[src/sv/dcse_pkg.sv]
`default_nettype none
package dcse_pkg;

    localparam int MaxRes = 10;

    typedef logic [3:0] t_res_cnt;

    typedef enum logic [1:0] {
        CMD_START     = 2'd0,
        CMD_CELL      = 2'd1,
        CMD_END       = 2'd2,
        CMD_NEW_BLOCK = 2'd3
    } t_cmd;

    typedef enum logic [1:0] {
        KIND_CODE   = 2'd0,
        KIND_DATA   = 2'd1,
        KIND_OFFSET = 2'd2,
        KIND_REPORT = 2'd3
    } t_kind;

    localparam logic [7:0] OP_MOV_SI = 8'hBE;
    localparam logic [7:0] OP_MOV_DI = 8'hBF;
    localparam logic [7:0] OP_MOVSW  = 8'hA5;
    localparam logic [7:0] OP_MOV_CX = 8'hB9;
    localparam logic [7:0] OP_REP    = 8'hF3;
    localparam logic [7:0] OP_RETF   = 8'hCB;

    localparam logic [15:0] LimitReset = 16'd32768;
    localparam logic        REG_BLOCK_LIMIT = 1'b0;

    typedef struct packed {
        t_kind       kind;
        logic [15:0] value;
        logic        overflow;
    } t_result;

    typedef struct packed {
        t_res_cnt                  count;
        t_result [MaxRes-1:0]      entries;
    } t_batch;

    function automatic t_result code_ent(input logic [7:0] b);
        t_result r;
        r.kind     = KIND_CODE;
        r.value    = {8'h00, b};
        r.overflow = 1'b0;
        return r;
    endfunction

    function automatic logic [15:0] sat_add16(input logic [15:0] a, input logic [3:0] b);
        logic [16:0] s;
        s = {1'b0, a} + {13'd0, b};
        return s[16] ? 16'hFFFF : s[15:0];
    endfunction

endpackage
`default_nettype wire

[src/sv/dcse_item_if.sv]
`default_nettype none
interface dcse_item_if;
    logic        valid;
    logic        ready;
    logic [1:0]  cmd;
    logic [11:0] cell_index;
    logic [15:0] char_code;

    modport source (output valid, output cmd, output cell_index, output char_code,
                    input ready);
    modport sink   (input valid, input cmd, input cell_index, input char_code,
                    output ready);
endinterface
`default_nettype wire

[src/sv/dcse_result_if.sv]
`default_nettype none
interface dcse_result_if;
    logic        valid;
    logic        ready;
    logic [1:0]  kind;
    logic [15:0] value;
    logic        overflow;
    logic        last;

    modport source (output valid, output kind, output value, output overflow,
                    output last, input ready);
    modport sink   (input valid, input kind, input value, input overflow,
                    input last, output ready);
endinterface
`default_nettype wire

[src/sv/dcse_apb_regs.sv]
`default_nettype none
module dcse_apb_regs (
    input  wire logic        i_clk,
    input  wire logic        i_rst_n,
    input  wire logic        i_psel,
    input  wire logic        i_penable,
    input  wire logic        i_pwrite,
    input  wire logic [2:0]  i_paddr,
    input  wire logic [31:0] i_pwdata,
    output logic [31:0]      o_prdata,
    output logic             o_pready,
    output logic [15:0]      o_block_limit
);
    import dcse_pkg::*;

    logic [15:0] r_limit;
    logic        wr_en;

    assign o_pready = 1'b1;
    assign wr_en    = i_psel && i_penable && i_pwrite && (i_paddr[2] == REG_BLOCK_LIMIT);

    always_ff @(posedge i_clk) begin
        if (!i_rst_n) begin
            r_limit <= LimitReset;
        end else if (wr_en) begin
            r_limit <= i_pwdata[15:0];
        end
    end

    assign o_prdata      = (i_paddr[2] == REG_BLOCK_LIMIT) ? {16'd0, r_limit} : 32'd0;
    assign o_block_limit = r_limit;

    logic unused_addr;
    assign unused_addr = ^{i_paddr[1:0], i_pwdata[31:16]};
endmodule
`default_nettype wire

[src/sv/dcse_expand.sv]
`default_nettype none
module dcse_expand #(
    parameter int unsigned CELL_COUNT = 4096
) (
    input  wire logic              i_clk,
    input  wire logic              i_rst_n,
    dcse_item_if.sink              i_item,
    input  wire logic [15:0]       i_block_limit,
    input  wire logic              i_can_load,
    output logic                   o_load,
    output dcse_pkg::t_batch       o_batch
);
    import dcse_pkg::*;

    logic        r_in_valid;
    t_cmd        r_cmd;
    logic [11:0] r_cell;
    logic [15:0] r_char;

    logic        r_run_open,  n_run_open;
    logic [11:0] r_first,     n_first;
    logic [11:0] r_last,      n_last;
    logic [12:0] r_len,       n_len;
    logic [15:0] r_dwc,       n_dwc;
    logic [15:0] r_cbc,       n_cbc;
    logic [15:0] r_sc,        n_sc;

    logic                 take;
    t_result [MaxRes-1:0] ent;
    t_res_cnt             close_cnt;
    t_res_cnt             pos;
    t_res_cnt             n_bytes;
    t_res_cnt             cnt;
    logic                 in_range;
    logic                 adjacent;
    logic [15:0]          di;
    logic [15:0]          si;
    logic [18:0]          size;
    t_result              report;

    assign take          = r_in_valid && i_can_load;
    assign i_item.ready  = !r_in_valid || i_can_load;
    assign o_load        = take;

    always_ff @(posedge i_clk) begin
        if (!i_rst_n) begin
            r_in_valid <= 1'b0;
        end else if (i_item.valid && i_item.ready) begin
            r_in_valid <= 1'b1;
        end else if (take) begin
            r_in_valid <= 1'b0;
        end
    end

    always_ff @(posedge i_clk) begin
        if (i_item.valid && i_item.ready) begin
            r_cmd  <= t_cmd'(i_item.cmd);
            r_cell <= i_item.cell_index;
            r_char <= i_item.char_code;
        end
    end

    always_comb begin
        ent       = '0;
        in_range  = 32'(r_cell) < CELL_COUNT;
        adjacent  = r_run_open && ({1'b0, r_cell} == ({1'b0, r_last} + 13'd1));
        di        = {3'b000, r_first, 1'b0};
        si        = r_dwc[15] ? 16'hFFFF : {r_dwc[14:0], 1'b0};
        close_cnt = (r_len <= 13'd3) ? t_res_cnt'(4'd3 + {2'b00, r_len[1:0]}) : t_res_cnt'(8);

        ent[0] = code_ent(OP_MOV_DI);
        ent[1] = code_ent(di[7:0]);
        ent[2] = code_ent(di[15:8]);
        if (r_len <= 13'd3) begin
            for (int k = 0; k < 3; k++) begin
                if (13'(k) < r_len) begin
                    ent[3+k] = code_ent(OP_MOVSW);
                end
            end
        end else begin
            ent[3] = code_ent(OP_MOV_CX);
            ent[4] = code_ent(r_len[7:0]);
            ent[5] = code_ent({3'b000, r_len[12:8]});
            ent[6] = code_ent(OP_REP);
            ent[7] = code_ent(OP_MOVSW);
        end

        n_run_open = r_run_open;
        n_first    = r_first;
        n_last     = r_last;
        n_len      = r_len;
        n_dwc      = r_dwc;
        n_sc       = r_sc;
        n_bytes    = '0;
        cnt        = '0;
        pos        = '0;
        size       = '0;
        report     = '0;

        case (r_cmd)
            CMD_START: begin
                ent[0].kind     = KIND_OFFSET;
                ent[0].value    = r_cbc;
                ent[0].overflow = 1'b0;
                ent[1]          = code_ent(OP_MOV_SI);
                ent[2]          = code_ent(si[7:0]);
                ent[3]          = code_ent(si[15:8]);
                cnt             = t_res_cnt'(4);
                n_bytes         = t_res_cnt'(3);
                n_run_open      = 1'b0;
                n_len           = '0;
                n_sc            = sat_add16(r_sc, 4'd1);
            end
            CMD_CELL: begin
                if (in_range) begin
                    pos = (r_run_open && !adjacent) ? close_cnt : '0;
                    ent[pos].kind     = KIND_DATA;
                    ent[pos].value    = r_char;
                    ent[pos].overflow = 1'b0;
                    cnt     = pos + t_res_cnt'(1);
                    n_bytes = pos;
                    n_dwc   = sat_add16(r_dwc, 4'd1);
                    if (adjacent) begin
                        n_last = r_cell;
                        n_len  = r_len + 13'd1;
                    end else begin
                        n_run_open = 1'b1;
                        n_first    = r_cell;
                        n_last     = r_cell;
                        n_len      = 13'd1;
                    end
                end
            end
            CMD_END: begin
                pos        = r_run_open ? close_cnt : '0;
                ent[pos]   = code_ent(OP_RETF);
                n_bytes    = pos + t_res_cnt'(1);
                cnt        = pos + t_res_cnt'(2);
                n_run_open = 1'b0;
                n_len      = '0;
            end
            CMD_NEW_BLOCK: begin
                n_run_open = 1'b0;
                n_first    = '0;
                n_last     = '0;
                n_len      = '0;
                n_dwc      = '0;
                n_sc       = '0;
            end
            default: begin
                cnt = '0;
            end
        endcase

        n_cbc = (r_cmd == CMD_NEW_BLOCK) ? 16'd0 : sat_add16(r_cbc, n_bytes);
        size  = {2'b00, r_dwc, 1'b0} + {3'b000, n_cbc} + {2'b00, r_sc, 1'b0} + 19'd2;
        report.kind     = KIND_REPORT;
        report.value    = (size > 19'h0FFFF) ? 16'hFFFF : size[15:0];
        report.overflow = size > {3'b000, i_block_limit};
        if (r_cmd == CMD_END) begin
            ent[pos + t_res_cnt'(1)] = report;
        end

        o_batch.count   = cnt;
        o_batch.entries = ent;
    end

    always_ff @(posedge i_clk) begin
        if (!i_rst_n) begin
            r_run_open <= 1'b0;
            r_first    <= '0;
            r_last     <= '0;
            r_len      <= '0;
            r_dwc      <= '0;
            r_cbc      <= '0;
            r_sc       <= '0;
        end else if (take) begin
            r_run_open <= n_run_open;
            r_first    <= n_first;
            r_last     <= n_last;
            r_len      <= n_len;
            r_dwc      <= n_dwc;
            r_cbc      <= n_cbc;
            r_sc       <= n_sc;
        end
    end
endmodule
`default_nettype wire

[src/sv/dcse_drain.sv]
`default_nettype none
module dcse_drain (
    input  wire logic              i_clk,
    input  wire logic              i_rst_n,
    input  wire logic              i_load,
    input  wire dcse_pkg::t_batch  i_batch,
    output logic                   o_can_load,
    dcse_result_if.source          o_result
);
    import dcse_pkg::*;

    t_result [MaxRes-1:0] r_buf;
    t_res_cnt             r_num;
    t_res_cnt             r_idx;
    logic                 is_last;
    logic                 xfer;
    t_result              cur;

    assign is_last    = (r_idx + t_res_cnt'(1)) == r_num;
    assign xfer       = o_result.valid && o_result.ready;
    assign o_can_load = !o_result.valid || (o_result.ready && is_last);

    always_ff @(posedge i_clk) begin
        if (!i_rst_n) begin
            r_num <= '0;
            r_idx <= '0;
        end else if (i_load) begin
            r_num <= i_batch.count;
            r_idx <= '0;
        end else if (xfer) begin
            r_idx <= r_idx + t_res_cnt'(1);
        end
    end

    always_ff @(posedge i_clk) begin
        if (i_load) begin
            r_buf <= i_batch.entries;
        end
    end

    assign cur               = r_buf[r_idx];
    assign o_result.valid    = r_idx != r_num;
    assign o_result.kind     = cur.kind;
    assign o_result.value    = cur.value;
    assign o_result.overflow = cur.overflow;
    assign o_result.last     = is_last;
endmodule
`default_nettype wire

[src/sv/dirty_cell_span_code_emitter_top.sv]
// Channel   Dir  Modport  Payload
// i_item    in   sink     cmd[1:0], cell_index[11:0], char_code[15:0]
// o_result  out  source   kind[1:0], value[15:0], overflow, last
// apb       in   slave    psel/penable/pwrite/paddr[2:0]/pwdata -> prdata, pready
//
// An item waits in the input register, then its results (0 to 10) load into the
// result buffer and leave one per cycle while o_result is ready. The single result
// port sets the rate: an adjacent cell gives one result, a cell that closes a run up
// to nine. The next item is taken while results still drain.
// Reset is synchronous, active low; a stall on o_result holds the buffer and the input.
`default_nettype none
module dirty_cell_span_code_emitter_top #(
    parameter int unsigned CELL_COUNT = 4096
) (
    input  wire logic        i_clk,
    input  wire logic        i_rst_n,
    dcse_item_if.sink        i_item,
    dcse_result_if.source    o_result,
    input  wire logic        psel,
    input  wire logic        penable,
    input  wire logic        pwrite,
    input  wire logic [2:0]  paddr,
    input  wire logic [31:0] pwdata,
    output logic [31:0]      prdata,
    output logic             pready
);
    import dcse_pkg::*;

    logic [15:0] block_limit;
    logic        can_load;
    logic        load;
    t_batch      batch;

    dcse_apb_regs u_regs (
        .i_clk         (i_clk),
        .i_rst_n       (i_rst_n),
        .i_psel        (psel),
        .i_penable     (penable),
        .i_pwrite      (pwrite),
        .i_paddr       (paddr),
        .i_pwdata      (pwdata),
        .o_prdata      (prdata),
        .o_pready      (pready),
        .o_block_limit (block_limit)
    );

    dcse_expand #(
        .CELL_COUNT (CELL_COUNT)
    ) u_expand (
        .i_clk         (i_clk),
        .i_rst_n       (i_rst_n),
        .i_item        (i_item),
        .i_block_limit (block_limit),
        .i_can_load    (can_load),
        .o_load        (load),
        .o_batch       (batch)
    );

    dcse_drain u_drain (
        .i_clk      (i_clk),
        .i_rst_n    (i_rst_n),
        .i_load     (load),
        .i_batch    (batch),
        .o_can_load (can_load),
        .o_result   (o_result)
    );
endmodule
`default_nettype wire

[src/flat_wrapper.sv]
// flat-port wrapper written by rule: the top's interface ports become plain ports
module dirty_cell_span_code_emitter_top_flat import dcse_pkg::*;
#(
    parameter int unsigned CELL_COUNT = 4096
)
  (i_clk, i_rst_n, psel, penable, pwrite, paddr, pwdata, prdata, pready, i_item_valid, i_item_cmd, i_item_cell_index, i_item_char_code, i_item_ready, o_result_valid, o_result_kind, o_result_value, o_result_overflow, o_result_last, o_result_ready);
  dcse_item_if i_item_i ();
  dcse_result_if o_result_i ();
  input  wire logic i_clk;
  input  wire logic i_rst_n;
  input  wire logic psel;
  input  wire logic penable;
  input  wire logic pwrite;
  input  wire logic [2:0] paddr;
  input  wire logic [31:0] pwdata;
  output logic [31:0] prdata;
  output logic pready;
  input wire logic [$bits(i_item_i.valid)-1:0] i_item_valid;
  input wire logic [$bits(i_item_i.cmd)-1:0] i_item_cmd;
  input wire logic [$bits(i_item_i.cell_index)-1:0] i_item_cell_index;
  input wire logic [$bits(i_item_i.char_code)-1:0] i_item_char_code;
  output wire logic [$bits(i_item_i.ready)-1:0] i_item_ready;
  output wire logic [$bits(o_result_i.valid)-1:0] o_result_valid;
  output wire logic [$bits(o_result_i.kind)-1:0] o_result_kind;
  output wire logic [$bits(o_result_i.value)-1:0] o_result_value;
  output wire logic [$bits(o_result_i.overflow)-1:0] o_result_overflow;
  output wire logic [$bits(o_result_i.last)-1:0] o_result_last;
  input wire logic [$bits(o_result_i.ready)-1:0] o_result_ready;
  assign i_item_i.valid = i_item_valid;
  assign i_item_i.cmd = i_item_cmd;
  assign i_item_i.cell_index = i_item_cell_index;
  assign i_item_i.char_code = i_item_char_code;
  assign i_item_ready = i_item_i.ready;
  assign o_result_valid = o_result_i.valid;
  assign o_result_kind = o_result_i.kind;
  assign o_result_value = o_result_i.value;
  assign o_result_overflow = o_result_i.overflow;
  assign o_result_last = o_result_i.last;
  assign o_result_i.ready = o_result_ready;
  dirty_cell_span_code_emitter_top #(.CELL_COUNT(CELL_COUNT)) u_core (.i_clk(i_clk), .i_rst_n(i_rst_n), .i_item(i_item_i), .o_result(o_result_i), .psel(psel), .penable(penable), .pwrite(pwrite), .paddr(paddr), .pwdata(pwdata), .prdata(prdata), .pready(pready));
endmodule
[config.mk]
export PLATFORM = sky130hd
export DESIGN_NAME = dirty_cell_span_code_emitter_top_flat
export DESIGN_NICKNAME = d
export VERILOG_FILES = /design/src/sv/dcse_pkg.sv /design/src/sv/dcse_item_if.sv /design/src/sv/dcse_result_if.sv /design/src/sv/dcse_apb_regs.sv /design/src/sv/dcse_expand.sv /design/src/sv/dcse_drain.sv /design/src/sv/dirty_cell_span_code_emitter_top.sv /design/src/flat_wrapper.sv
export SDC_FILE = /design/constraint.sdc
export NUM_CORES = 1
export LEC_CHECK = 0
export ABC_CLOCK_PERIOD_IN_PS = 10700
export BUFFER_PORTS_ARGS = -buffer_cell sky130_fd_sc_hd__buf_2
export CAP_MARGIN = 40
export CELL_PAD_IN_SITES_DETAIL_PLACEMENT = 1
export CELL_PAD_IN_SITES_GLOBAL_PLACEMENT = 2
export CORE_ASPECT_RATIO = 2
export CORE_MARGIN = 2
export CORE_UTILIZATION = 25
export CTS_BUF_LIST = sky130_fd_sc_hd__clkbuf_16
export CTS_CLUSTER_DIAMETER = 40
export DETAILED_ROUTE_END_ITERATION = 16
export PLACE_DENSITY_LB_ADDON = 0.15
export SLEW_MARGIN = 15
export SYNTH_ARGS = -nofsm -noshare
export SYNTH_HDL_FRONTEND = slang
export SYNTH_SLANG_ARGS = --single-unit
[constraint.sdc]
create_clock -name i_clk -period 10.7 [get_ports i_clk]
set_input_delay 0.535 -clock i_clk [delete_from_list [all_inputs] [get_ports i_clk]]
set_output_delay 0.535 -clock i_clk [all_outputs]
set_load 0.02 [all_outputs]
After elaboration in Yosys (flattened, before gate mapping) --
Index checks and enable logic that the tools add are counted.
Storage, ports and cells: input bits 72, output and inout port bits 55, logic and storage cells 158, register bits after elaboration 331
Operators by class: multiplexer cells 48, bitwise logic cells 5, $add $sub $neg 14, reduce and logical (&&, ||, !) cells 27, magnitude comparators 13, eq/ne operators 7
Operators with widths (number):
- 190-bit bitwise mux | 4
- 19-bit demux with 4-bit select | 5
- 114-bit case mux with 2 select lines | 1
- 76-bit case mux with 3 select lines | 1
- 190-bit 2-to-1 mux | 1
- 102-bit by 140-bit AND with 140-bit output | 1
- 140-bit NOT | 1
- 16-bit 2-to-1 mux | 7
- 19-bit binary-select mux with 4-bit select | 1
- 19-bit 2-to-1 mux | 4
- 16-bit case mux with 2 select lines | 2
- 40-bit by 50-bit bitwise OR with 50-bit output | 1
- 12-bit case mux with 2 select lines | 2
- 47-bit 2-to-1 mux | 1
- 16-bit by 1-bit adder with 17-bit output (second input constant) | 2
- 28-bit 2-to-1 mux | 1
- 9-bit 2-to-1 mux | 3
- 1-bit by 13-bit less-than comparator with 1-bit output (first input constant) | 2
- 13-bit case mux with 2 select lines | 1
- 4-bit case mux with 3 select lines | 2
- 4-bit by 5-bit less-than comparator with 1-bit output (second input constant) | 4
- 18-bit by 17-bit adder with 19-bit output | 1
- 19-bit by 2-bit adder with 19-bit output (second input constant) | 1
- 19-bit by 16-bit greater-than comparator with 1-bit output | 1
- 34 further kinds | 64

Depth between registers and ports, before layout --
Gate-level depths: netlist of the first run.
depth after elaboration 17, mapped depth 33, depth with buffers taken out 31

By module --
Synthesis of the first run repeated with hierarchy kept, for this count alone.
Second synthesis, totals: cell total of the unflattened synthesis 2069, area, all modules 20427.1 µm²
Modules (own cells, without submodules):
- dcse_expand | area each 11791.3 µm², seq. area each 2642.5 µm², times used 1, cells each 1570
- dcse_drain | area each 7723.7 µm², seq. area each 5865.6 µm², times used 1, cells each 393
- dcse_apb_regs | area each 912.1 µm², seq. area each 320.3 µm², times used 1, cells each 106

Worst setup path before layout of the first run --
Ideal clock, no wire load.
path type register -> register, start point register u_core.u_drain.r_idx[1], end point register u_core.u_drain.r_buf[0] in the netlist's numbering (enable), setup time 0.628 ns, slack 2.874 ns, stages on the path, launching flop included 10, arrival 7.197 ns, period minus slack after synthesis 7.826 ns, data required time 10.072 ns, buffers on the path 4, cells stage by stage dfxtp_1 > clkbuf_1 > nand3_1 > xor2_1 > o41a_1 > nand2b_1 > clkbuf_1 > inv_1 > clkbuf_1 > clkbuf_1
Between the ends: cells in the longest elaborated chain, start to end 5, elaborated cells on any way between the ends 7, those cells by class 1 x add/sub; 2 x eq/ne; 4 x reduce/logical
Ends and longest elaborated chain:
- start: declaration | RTL line dcse_drain.sv:14 | t_res_cnt r_idx;
- start signal: assignment | RTL line dcse_drain.sv:31 | r_idx <= r_idx + t_res_cnt'(1);
- 4-bit by 1-bit adder with 4-bit output | RTL line dcse_drain.sv:19 | assign is_last = (r_idx + t_res_cnt'(1)) == r_num;
- 4-bit == test | RTL line dcse_drain.sv:19
- 1-bit logical AND | RTL line dcse_drain.sv:21 | assign o_can_load = !o_result.valid || (o_result.ready && is_last);
- 1-bit logical OR (*) | RTL line dcse_drain.sv:21
- 1-bit logical AND (*) | RTL line dcse_expand.sv:41 | assign take = r_in_valid && i_can_load;
- via u_core.load | RTL line dirty_cell_span_code_emitter_top.sv:31 | logic load;
- end signal: assignment | RTL line dcse_drain.sv:37 | r_buf <= i_batch.entries;
- end: declaration | RTL line dcse_drain.sv:12 | t_result [MaxRes-1:0] r_buf;
Mark *: on every way through the listed nets, which the timed path passes. The rest lies on a longest branch. A chain may end at the register's enable or synchronous reset.

==> metrics.md, run 1 <==
| Metric | Value |
|---|---|
| Status | completed |
| Setup WS post-layout | 1.60 ns |
| Sequential power share | 0.424 |
| # rows | 145 |
| WHS Endpoint | u_core.u_expand.r_cell[1] |
| Layout cells sized above 1 | 0.159 |
| Clk_skew | 0.0385 ns |
| Worst R2R End | u_core.u_drain.r_buf[27] |
| Worst Hold Launch | i_item_cell_index[1] |
| Die width | 202 um |
| # fillers | 8,856 |
| Share of the synthesized area in the top cell type | 0.336 |
| Vias | 16,400 |
| VDD IR max | 0.111 mV |
| CTS H-Tree Depth | 2 |
| DRC violations left | 0 |
| Synth Cell Area | 19,700 um2 |
| Clk pwr share | 0.471 |
| Die H | 401 um |
| Final hold vios | 0 |
| Routability congestion estimate | 0.839 |
| Post-layout nets | 2,191 |
| Final wirelength | 81,300 um |
| Worst-path maximum fanout | 14 |
| Initial antenna violation count | 0 |
| Drt first pass iters | 5 |
| Fin. max-slew vios | 0 |
| Syn avg cell area | 9.80 um2 |
| GR Overflow Total | 0 |
| Netlist cell types | 94 |
| Yosys top cell by area | edfxtp_1 |
| FMAX | 110 MHz |
| CP max stage delay | 0.70 ns |
| Core area | 78,000 um2 |
| Pre-CTS setup slack | 1.47 ns |
| WL per Instance | 26.1 um |
| Setup TNS | 0 ns |
| Startpoint class of the critical path | flop |
| Leak Pwr | 0.00805 uW |
| Synth top area cells | edfxtp_1 34%, dfxtp_1 11%, mux4_2 4.3%, nand2_1 4.1%, a21oi_1 3.6% |
| Power Internal | 2530 uW |
| Clk buf depth | 3 |
| Worst-skew pair later-pin latency | 0.61 ns |
| Area grow syn2layout | 16.5% |
| Kind of critical path | flop to flop |
| Critical path arrival | 9.44 ns |
| Hpwl dp | 59,100 um |
| Pwr Density | 153 nW/um2 |
| Synth Warn # | 0 |
| Crit path capture type | flop |
| Worst rel slew slack | 0.359 |
| Multi-input gate area | 9980 um2 |
| CTS tree | done |
| RSZ-0062 raised after global routing | false |
| Required time of the critical path | 11.05 ns |
| Switching part of the total | 0.276 |
| Hold buffer count at cts | 0 |
| Drt via density | 5.25 |
| Maxcap violations | 0 |
| Reg-to-Reg Start | u_core.u_expand.r_len[0] |
| Comb pwr share | 0.105 |
| Worst slew pin tran | 0.961 ns |
| DRT iter0 DRCs | 757 |
| Mapped Cells | 2,008 |
| First-pass GRT wire length | 119,000 um |
| Number of buffers created by CTS | 49 |
| I/O Pins | 127 |
| Hold WC Path Type | input pin to flop |
| Switch Pwr | 965 uW |
| Area occupied by registers | 8830 um2 |
| Post-synthesis register bit count | 331 |
| IO buf count | 91 |
| Reg clk slew, reported paths | 0.06 ns |
| Final setup viols | 0 |
| Hold Path Cell Cnt | 1 |
| GRT Util Overall | 0.199 |
| Post-synth EDFFs | 220 |
| Vias in the first global route | 17,400 |
| Initial cell density of the core | 0.252 |
| R2R cell count | 26 |
| Slowest-stage cell, CP | dfxtp_1 |
| Pin count of the biggest net entering global routing | 167 |
| CP most frequent cell | a21oi_1 |
| Diode count | 0 |
| Clk sinks | 331 |
| Routed Antenna Nets | 0 |
| Post-route minimum period | 9.10 ns |
| Post-synthesis sequential area ratio | 0.449 |
| Asr flop ratio synth | 0 |
| Dominant synthesized flop cell | edfxtp_1 |
| Post-CTS resize count | 0 |
| Fin crit share | 0.850 |
| Register-to-register setup slack | 1.60 ns |
| Die ar. | 81,100 um2 |
| Root Driver | clkbuf_16 |
| Setup Fix Bufs, Post-CTS | 0 |
[layout make-up]
cell class | instances | area share
multi-input combinational | 1462 | 0.436
sequential | 331 | 0.385
tap | 1029 | 0.0562
clock buffer | 50 | 0.0546
timing repair buffer | 146 | 0.0413
clock inverter | 39 | 0.0168
inverter | 59 | 0.00999
[worst max-delay path, delay by kind of cell, from the launching register on]
| family | cells | cell delay (ns) |
|---|---|---|
| AO/OA/AOI/OAI | 10 | 2.66 |
| AND/OR/NAND/NOR | 9 | 3.27 |
| buffers and inverters | 3 | 0.59 |
| flip-flops | 1 | 0.70 |
| adder cells (fa/ha/maj) | 4 | 1.58 |
[sequential cells by signal, summed over array words and instances (netlist names)]
register and count:
u_core.u_regs.o_block_limit 16, u_core.u_expand.r_cbc 16, u_core.u_expand.r_last 12, u_core.u_expand.r_char 16
u_core.u_drain.r_idx 4, u_core.u_expand.r_sc 16, u_core.u_expand.r_in_valid 1, u_core.u_expand.r_dwc 16
u_core.u_expand.r_cell 12, u_core.u_expand.r_run_open 1, u_core.u_drain.r_buf 190, u_core.u_expand.r_len 13
u_core.u_expand.r_cmd 2, u_core.u_expand.r_first 12, u_core.u_drain.r_num 4
[cell usage after synthesis, drive strengths merged, types with 12 or more instances]
library cell	number
a21o	16
buf	45
a211oi	21
xnor2	35
nor2	149
o22ai	18
a22o	23
a21oi	145
xor2	21
a21boi	48
nand2	216
edfxtp	220
o21ai	135
and3	18
ha	55
o211ai	12
fa	15
mux2	19
clkbuf	127
dfxtp	111
o2bb2ai	32
nand4	17
nor2b	42
a22oi	26
a31oi	38
a221oi	26
mux4	38
nand3b	14
inv	56
nor3	32
nand3	65
nand2b	19
[per-layer routing]
metal | routed length (um) | global-route usage | vias up
li1 | - | - | 7575
met1 | 30200 | 0.211 | 8274
met2 | 44700 | 0.382 | 359
met3 | 2280 | 0.0223 | 144
met4 | 4120 | 0.0959 | 0
met5 | 0 | 0 | -
[power groups by stage]
stage	Clock, uW	Combinational [uW]	Sequential [uW]
floorplan	0	241	1490
global placement	0	366	1510
detailed placement	0	371	1510
CTS	1700	372	1480
global route	1730	399	1490
finish	1650	368	1480
[per-stage QoR]
step                      total power [uW]  cells  utilization  hold slack (ns)  instance area [um2]
final                                 3500   3116        0.294           0.0944                22900
after global routing                  3620   3116        0.294           0.0717                22900
after CTS                             3560   3115        0.293           0.0470                22900
after detailed placement              1880   3026        0.272            0.462                21300
after global placement                1870   3018        0.271            0.455                21100
after floorplan                       1730   2024            -            0.441                19700
[logic make-up (layout without fill, tap and decap cells)]
kind of cell / Yosys count / in the layout / synth area share
simple gates: 630 / 630 / 0.157
other cells: 2 / 18 / 0.000382
mux: 60 / 60 / 0.0559
flops: 331 / 331 / 0.449
fa+ha+maj: 70 / 70 / 0.0502
compound gates: 628 / 628 / 0.214
buf+inv: 231 / 294 / 0.0490
xor+xnor: 56 / 56 / 0.0249
[cells in the final DEF (no fill, tap or decap), types with 18 or more instances in the layout]
cell type / count
nand2b_1: 18
clkbuf_16: 50
dfxtp_1: 108
xor2_1: 21
a22o_1: 23
mux2_2: 19
o22ai_1: 18
a211oi_1: 21
buf_2: 91
nor3_1: 26
ha_1: 53
o2bb2ai_1: 32
and3_1: 18
a31oi_1: 37
nor2b_1: 42
mux4_2: 38
nor2_1: 143
edfxtp_1: 220
a221oi_1: 26
xnor2_1: 35
buf_4: 46
a21boi_0: 37
nand2_1: 213
a21oi_1: 143
a22oi_1: 26
o21ai_0: 128
inv_1: 59
conb_1: 18
nand3_1: 65
[worst max path at each step]
stage | slack [ns] | from | to
global route | 0.96 | u_core.u_expand.r_len[0] | u_core.u_drain.r_buf[76]
global placement | 1.56 | u_core.u_expand.r_len[0] | u_core.u_drain.r_buf[79]
detailed placement | 1.47 | u_core.u_expand.r_len[0] | u_core.u_drain.r_buf[76]
CTS | 1.45 | u_core.u_expand.r_len[0] | u_core.u_drain.r_buf[76]
floorplan | 2.87 | u_core.u_drain.r_idx[1] | u_core.u_drain.r_buf[0]
finish | 1.60 | u_core.u_expand.r_len[0] | u_core.u_drain.r_buf[27]
No activity file was read; power rests on OpenSTA's default activity.
==> run 2: changes to the inputs <==
- BUFFER_PORTS_ARGS: -buffer_cell sky130_fd_sc_hd__buf_2 -> -buffer_cell sky130_fd_sc_hd__buf_4
==> metrics.md, run 2 (synthesized netlist as in run 1, its figures left out) <==
| Metric | Value |
|---|---|
| Clk sinks | 331 |
| Reg-to-Reg Start | u_core.u_expand.r_last[0] |
| Slowest-stage cell, CP | or2_1 |
| Post-layout instance area | 23,400 um2 |
| Number of buffers created by CTS | 50 |
| Hold Path Cell Cnt | 1 |
| Reg clk slew, reported paths | 0.06 ns |
| WL per Instance | 26.2 um |
| Top sig layer | met4 |
| CP max stage delay | 0.73 ns |
| Kind of critical path | flop to flop |
| Fin. max-slew vios | 0 |
| First-pass GRT wire length | 120,000 um |
| Maxcap violations | 0 |
| Met2 wire len | 45,700 um |
| Routed Antenna Nets | 0 |
| Vias in the first global route | 17,600 |
| Pre-CTS setup slack | 1.39 ns |
| Startpoint class of the critical path | flop |
| CTS tree | done |
| # rows | 145 |
| Post-CTS resize count | 0 |
| Drt via density | 5.26 |
| Initial antenna violation count | 0 |
| Clk_skew | 0.0251 ns |
| Vias | 16,500 |
| Root Driver | clkbuf_16 |
| DRT iter0 DRCs | 864 |
| Post-route minimum period | 9.30 ns |
| CP most frequent cell | a21oi_1 |
| Leak Pwr | 0.00821 uW |
| Diode count | 0 |
| Cell Area, Placed | 21,600 um2 |
| Routed met3 length | 2420 um |
| Worst-path maximum fanout | 14 |
| Final setup viols | 0 |
| Hold buffer count at cts | 0 |
| Die ar. | 81,100 um2 |
| DRC violations left | 0 |
| Initial cell density of the core | 0.252 |
| Worst slew pin tran | 0.900 ns |
| Status | completed |
| Crit path launch | u_core.u_expand.r_last[0] |
| Crit path capture type | flop |
| Post-Route M1 WL | 29,900 um |
| Max FFs per register | 190 |
| Die H | 401 um |
| FMAX | 108 MHz |
| Setup TNS | 0 ns |
| Pwr Density | 156 nW/um2 |
| Worst Path Buf+Inv | 2 |
| VDD IR max | 0.111 mV |
| Routability congestion estimate | 0.833 |
| Largest Register | u_core.u_drain.r_buf |
| Setup Fix Bufs, Post-CTS | 0 |
| Required time of the critical path | 11.18 ns |
| Post-layout nets | 2,199 |
| Drt first pass iters | 5 |
| Hold WC Path Type | input pin to flop |
| Pin count of the biggest net entering global routing | 110 |
| Setup WS post-layout | 1.40 ns |
| Area grow syn2layout | 18.7% |
| CTS H-Tree Depth | 2 |
| R2R cell count | 27 |
| GRT Util Overall | 0.199 |
| IO buf count | 91 |
| Critical path arrival | 9.77 ns |
| Worst Hold Launch | i_item_char_code[14] |
| Die width | 202 um |
| I/O Pins | 127 |
| Commonest non-fill, non-tap cell in the layout | edfxtp_1 |
| Final wirelength | 81,900 um |
| Worst-skew pair later-pin latency | 0.62 ns |
| Worst rel slew slack | 0.400 |
| Fin crit share | 0.869 |
| Hpwl dp | 59,600 um |
| Critical Path Stages | 27 |
| RSZ-0062 raised after global routing | false |
| Layout cells sized above 1 | 0.164 |
| Commonest cells after routing, fill and taps aside | 220 x edfxtp_1, 213 x nand2_1, 145 x nor2_1, 144 x buf_4, 143 x a21oi_1 |
| Clk buf depth | 3 |
| Core area | 78,000 um2 |
| Final hold vios | 0 |
| GR Overflow Total | 0 |
| Critical path's top delay family | compound AO/OA/AOI/OAI gates |
==> run 2: cell count changes in the layout (fill, tap and decap cells not counted), sizes merged <==
cell,previous run,this run
bufinv,5,8
clkinv,21,19
clkinvlp,4,8
inv,68,67
buf,146,153
clkbuf,50,51
==> run 2: power breakdown <==
| group | total [uW] | internal, uW | switching, uW | leakage [uW] |
|---|---|---|---|---|
| combinational | 379 | 130 | 248 | 0.00434 |
| clock | 1780 | 1080 | 704 | 0.000869 |
| sequential | 1480 | 1430 | 48.7 | 0.00300 |
| total | 3640 | 2640 | 1000 | 0.00821 |
==> run 2: path summary, 6_finish.rpt <==
path / endpoint / slack, ns
setup / recovery: u_core.u_drain.r_buf[27] / 1.40
hold reg to reg: u_core.u_regs.o_block_limit[1] / 0.46
setup reg to reg: u_core.u_drain.r_buf[27] / 1.40
hold / removal: u_core.u_expand.r_char[14] / 0.09
==> run 2: metal layers <==
| layer | up-vias | GRT usage |
|---|---|---|
| li1 | 7584 | - |
| met1 | 8379 | 0.207 |
| met2 | 369 | 0.390 |
| met3 | 133 | 0.0222 |
| met4 | 0 | 0.0907 |
| met5 | - | 0 |
==> run 2: final cells by class <==
cell class,count,area (um2)
fill,8889,54700
multi-input combinational,1462,9980
sequential,331,8830
tap,1029,1290
clock buffer,51,1280
timing repair buffer,153,1220
clock inverter,43,524
inverter,59,229
==> run 2: through the flow <==
stage	std cells	hold slack (ns)	power, uW	utilization
6_report	3128	0.0914	3640	0.299
5_1_grt	3128	0.0562	3770	0.299
4_1_cts	3128	0.0438	3700	0.299
3_5_place_dp	3034	0.459	1890	0.276
3_3_place_gp	3022	0.455	1880	0.274
2_1_floorplan	2024	0.441	1730	-
==> run 3: changes to the inputs <==
- HOLD_SLACK_MARGIN: default -> 0.15
==> metrics.md, run 3 (synthesized netlist as in run 1, its figures left out) <==
| Metric | Value |
|---|---|
| Post-layout instance area | 23,700 um2 |
| Met2 usage | 0.391 |
| Dpl cells | 3,034 |
| Leak Pwr | 0.00835 uW |
| Core Util, Final | 0.304 |
| GR Overflow Total | 0 |
| Vias | 16,500 |
| Root Driver | clkbuf_16 |
| # fillers | 8,888 |
| M3 GR Usage | 0.0220 |
| Required time of the critical path | 11.18 ns |
| Pin count of the biggest net entering global routing | 110 |
| Die H | 401 um |
| Status | completed |
| Die width | 202 um |
| Die ar. | 81,100 um2 |
| CP most frequent cell | a21oi_1 |
| Area occupied by registers | 8830 um2 |
| Area grow syn2layout | 20.4% |
| Layout cells sized above 1 | 0.162 |
| Commonest non-fill, non-tap cell in the layout | edfxtp_1 |
| Max FFs per register | 190 |
| Initial cell density of the core | 0.252 |
| Vias in the first global route | 17,700 |
| Post-layout nets | 2,232 |
| Post-CTS resize count | 0 |
| Worst-skew pair later-pin latency | 0.62 ns |
| FMAX | 107 MHz |
| Final setup viols | 0 |
| Startpoint class of the critical path | flop |
| Pwr Density | 154 nW/um2 |
| Initial antenna violation count | 0 |
| Worst rel slew slack | 0.387 |
| Slowest-stage cell, CP | or2_1 |
| Cell Area, Placed | 21,600 um2 |
| Multi-input gate area | 9980 um2 |
| Routed Antenna Nets | 0 |
| VDD IR max | 0.111 mV |
| CP max stage delay | 0.72 ns |
| CTS H-Tree Depth | 2 |
| GR peak layer | met2 |
| Setup TNS | 0 ns |
| Maxcap violations | 0 |
| Critical path's top delay family | compound AO/OA/AOI/OAI gates |
| Worst slew pin tran | 0.920 ns |
| Setup Fix Bufs, Post-CTS | 0 |
| Routability congestion estimate | 0.833 |
| Diode count | 0 |
| # rows | 145 |
| Fin crit share | 0.871 |
| Hpwl dp | 59,600 um |
| Final wirelength | 81,900 um |
| Fin. max-slew vios | 0 |
| Non-filler cells, final | 3,161 |
| Number of buffers created by CTS | 50 |
| Met1 Usage GRT | 0.208 |
| GRT Util Overall | 0.199 |
| CTS tree | done |
| IO buf count | 91 |
| Hold buffer count at cts | 33 |
| Drt via density | 5.23 |
| Clk_skew | 0.0256 ns |
| Critical path arrival | 9.79 ns |
| Largest Register | u_core.u_drain.r_buf |
| Crit path capture type | flop |
| Drt first pass iters | 5 |
| Clk buf depth | 3 |
| RSZ-0062 raised after global routing | false |
| Worst-path maximum fanout | 14 |
| DRT iter0 DRCs | 791 |
| I/O Pins | 127 |
| Worst Path Buf+Inv | 2 |
| First-pass GRT wire length | 120,000 um |
| Core area | 78,000 um2 |
| Clk sinks | 331 |
| Final hold vios | 0 |
| Post-route minimum period | 9.32 ns |
| Reg clk slew, reported paths | 0.06 ns |
| DRC violations left | 0 |
| WL per Instance | 25.9 um |
| Hold WC Path Type | input pin to flop |
| Commonest cells after routing, fill and taps aside | 220 x edfxtp_1, 213 x nand2_1, 145 x nor2_1, 144 x buf_4, 143 x a21oi_1 |
| Kind of critical path | flop to flop |
## run 3: stage by stage
step,setup WS (ns),hold WS [ns],total power [uW]
after floorplan,2.87,0.441,1730
after global placement,1.50,0.455,1880
after detailed placement,1.39,0.459,1890
after CTS,1.34,0.163,3710
after global routing,0.770,0.172,3780
final,1.38,0.196,3650
## run 3: cell type report
class                   count  share of cell area
multi-input cells        1462               0.421
flip-flops and latches    331               0.373
inverters                  59             0.00967
clock buffers              51              0.0539
repair buffers            186              0.0656
well taps                1029              0.0544
clock inverters            43              0.0221
## run 3: worst paths after layout
kind | startpoint | cells after the start | slack [ns] | endpoint
worst min-delay path | pwdata[1] | 3 | 0.20 | u_core.u_regs.o_block_limit[1]
worst max-delay path | u_core.u_expand.r_last[0] | 27 | 1.38 | u_core.u_drain.r_buf[27]
worst max register to register | u_core.u_expand.r_last[0] | 27 | 1.38 | u_core.u_drain.r_buf[27]
worst min register to register | u_core.u_regs.o_block_limit[1] | 2 | 0.46 | u_core.u_regs.o_block_limit[1]
## run 3: layer usage
layer	up-vias	wire length, um
li1	7656	-
met1	8397	30200
met2	351	45500
met3	140	2290
met4	0	3930
met5	-	0
## run 3: report_power, final
group          leakage (uW)  switching, uW  total [uW]  internal (uW)
clock              0.000869            703        1780           1080
sequential          0.00300           48.9        1480           1430
combinational       0.00447            250         388            138
## run 3: tightest hold or removal path, stage by stage
cell and delay (ns):
buf_4 0.11, nand2_1 0.04, a21boi_0 0.06
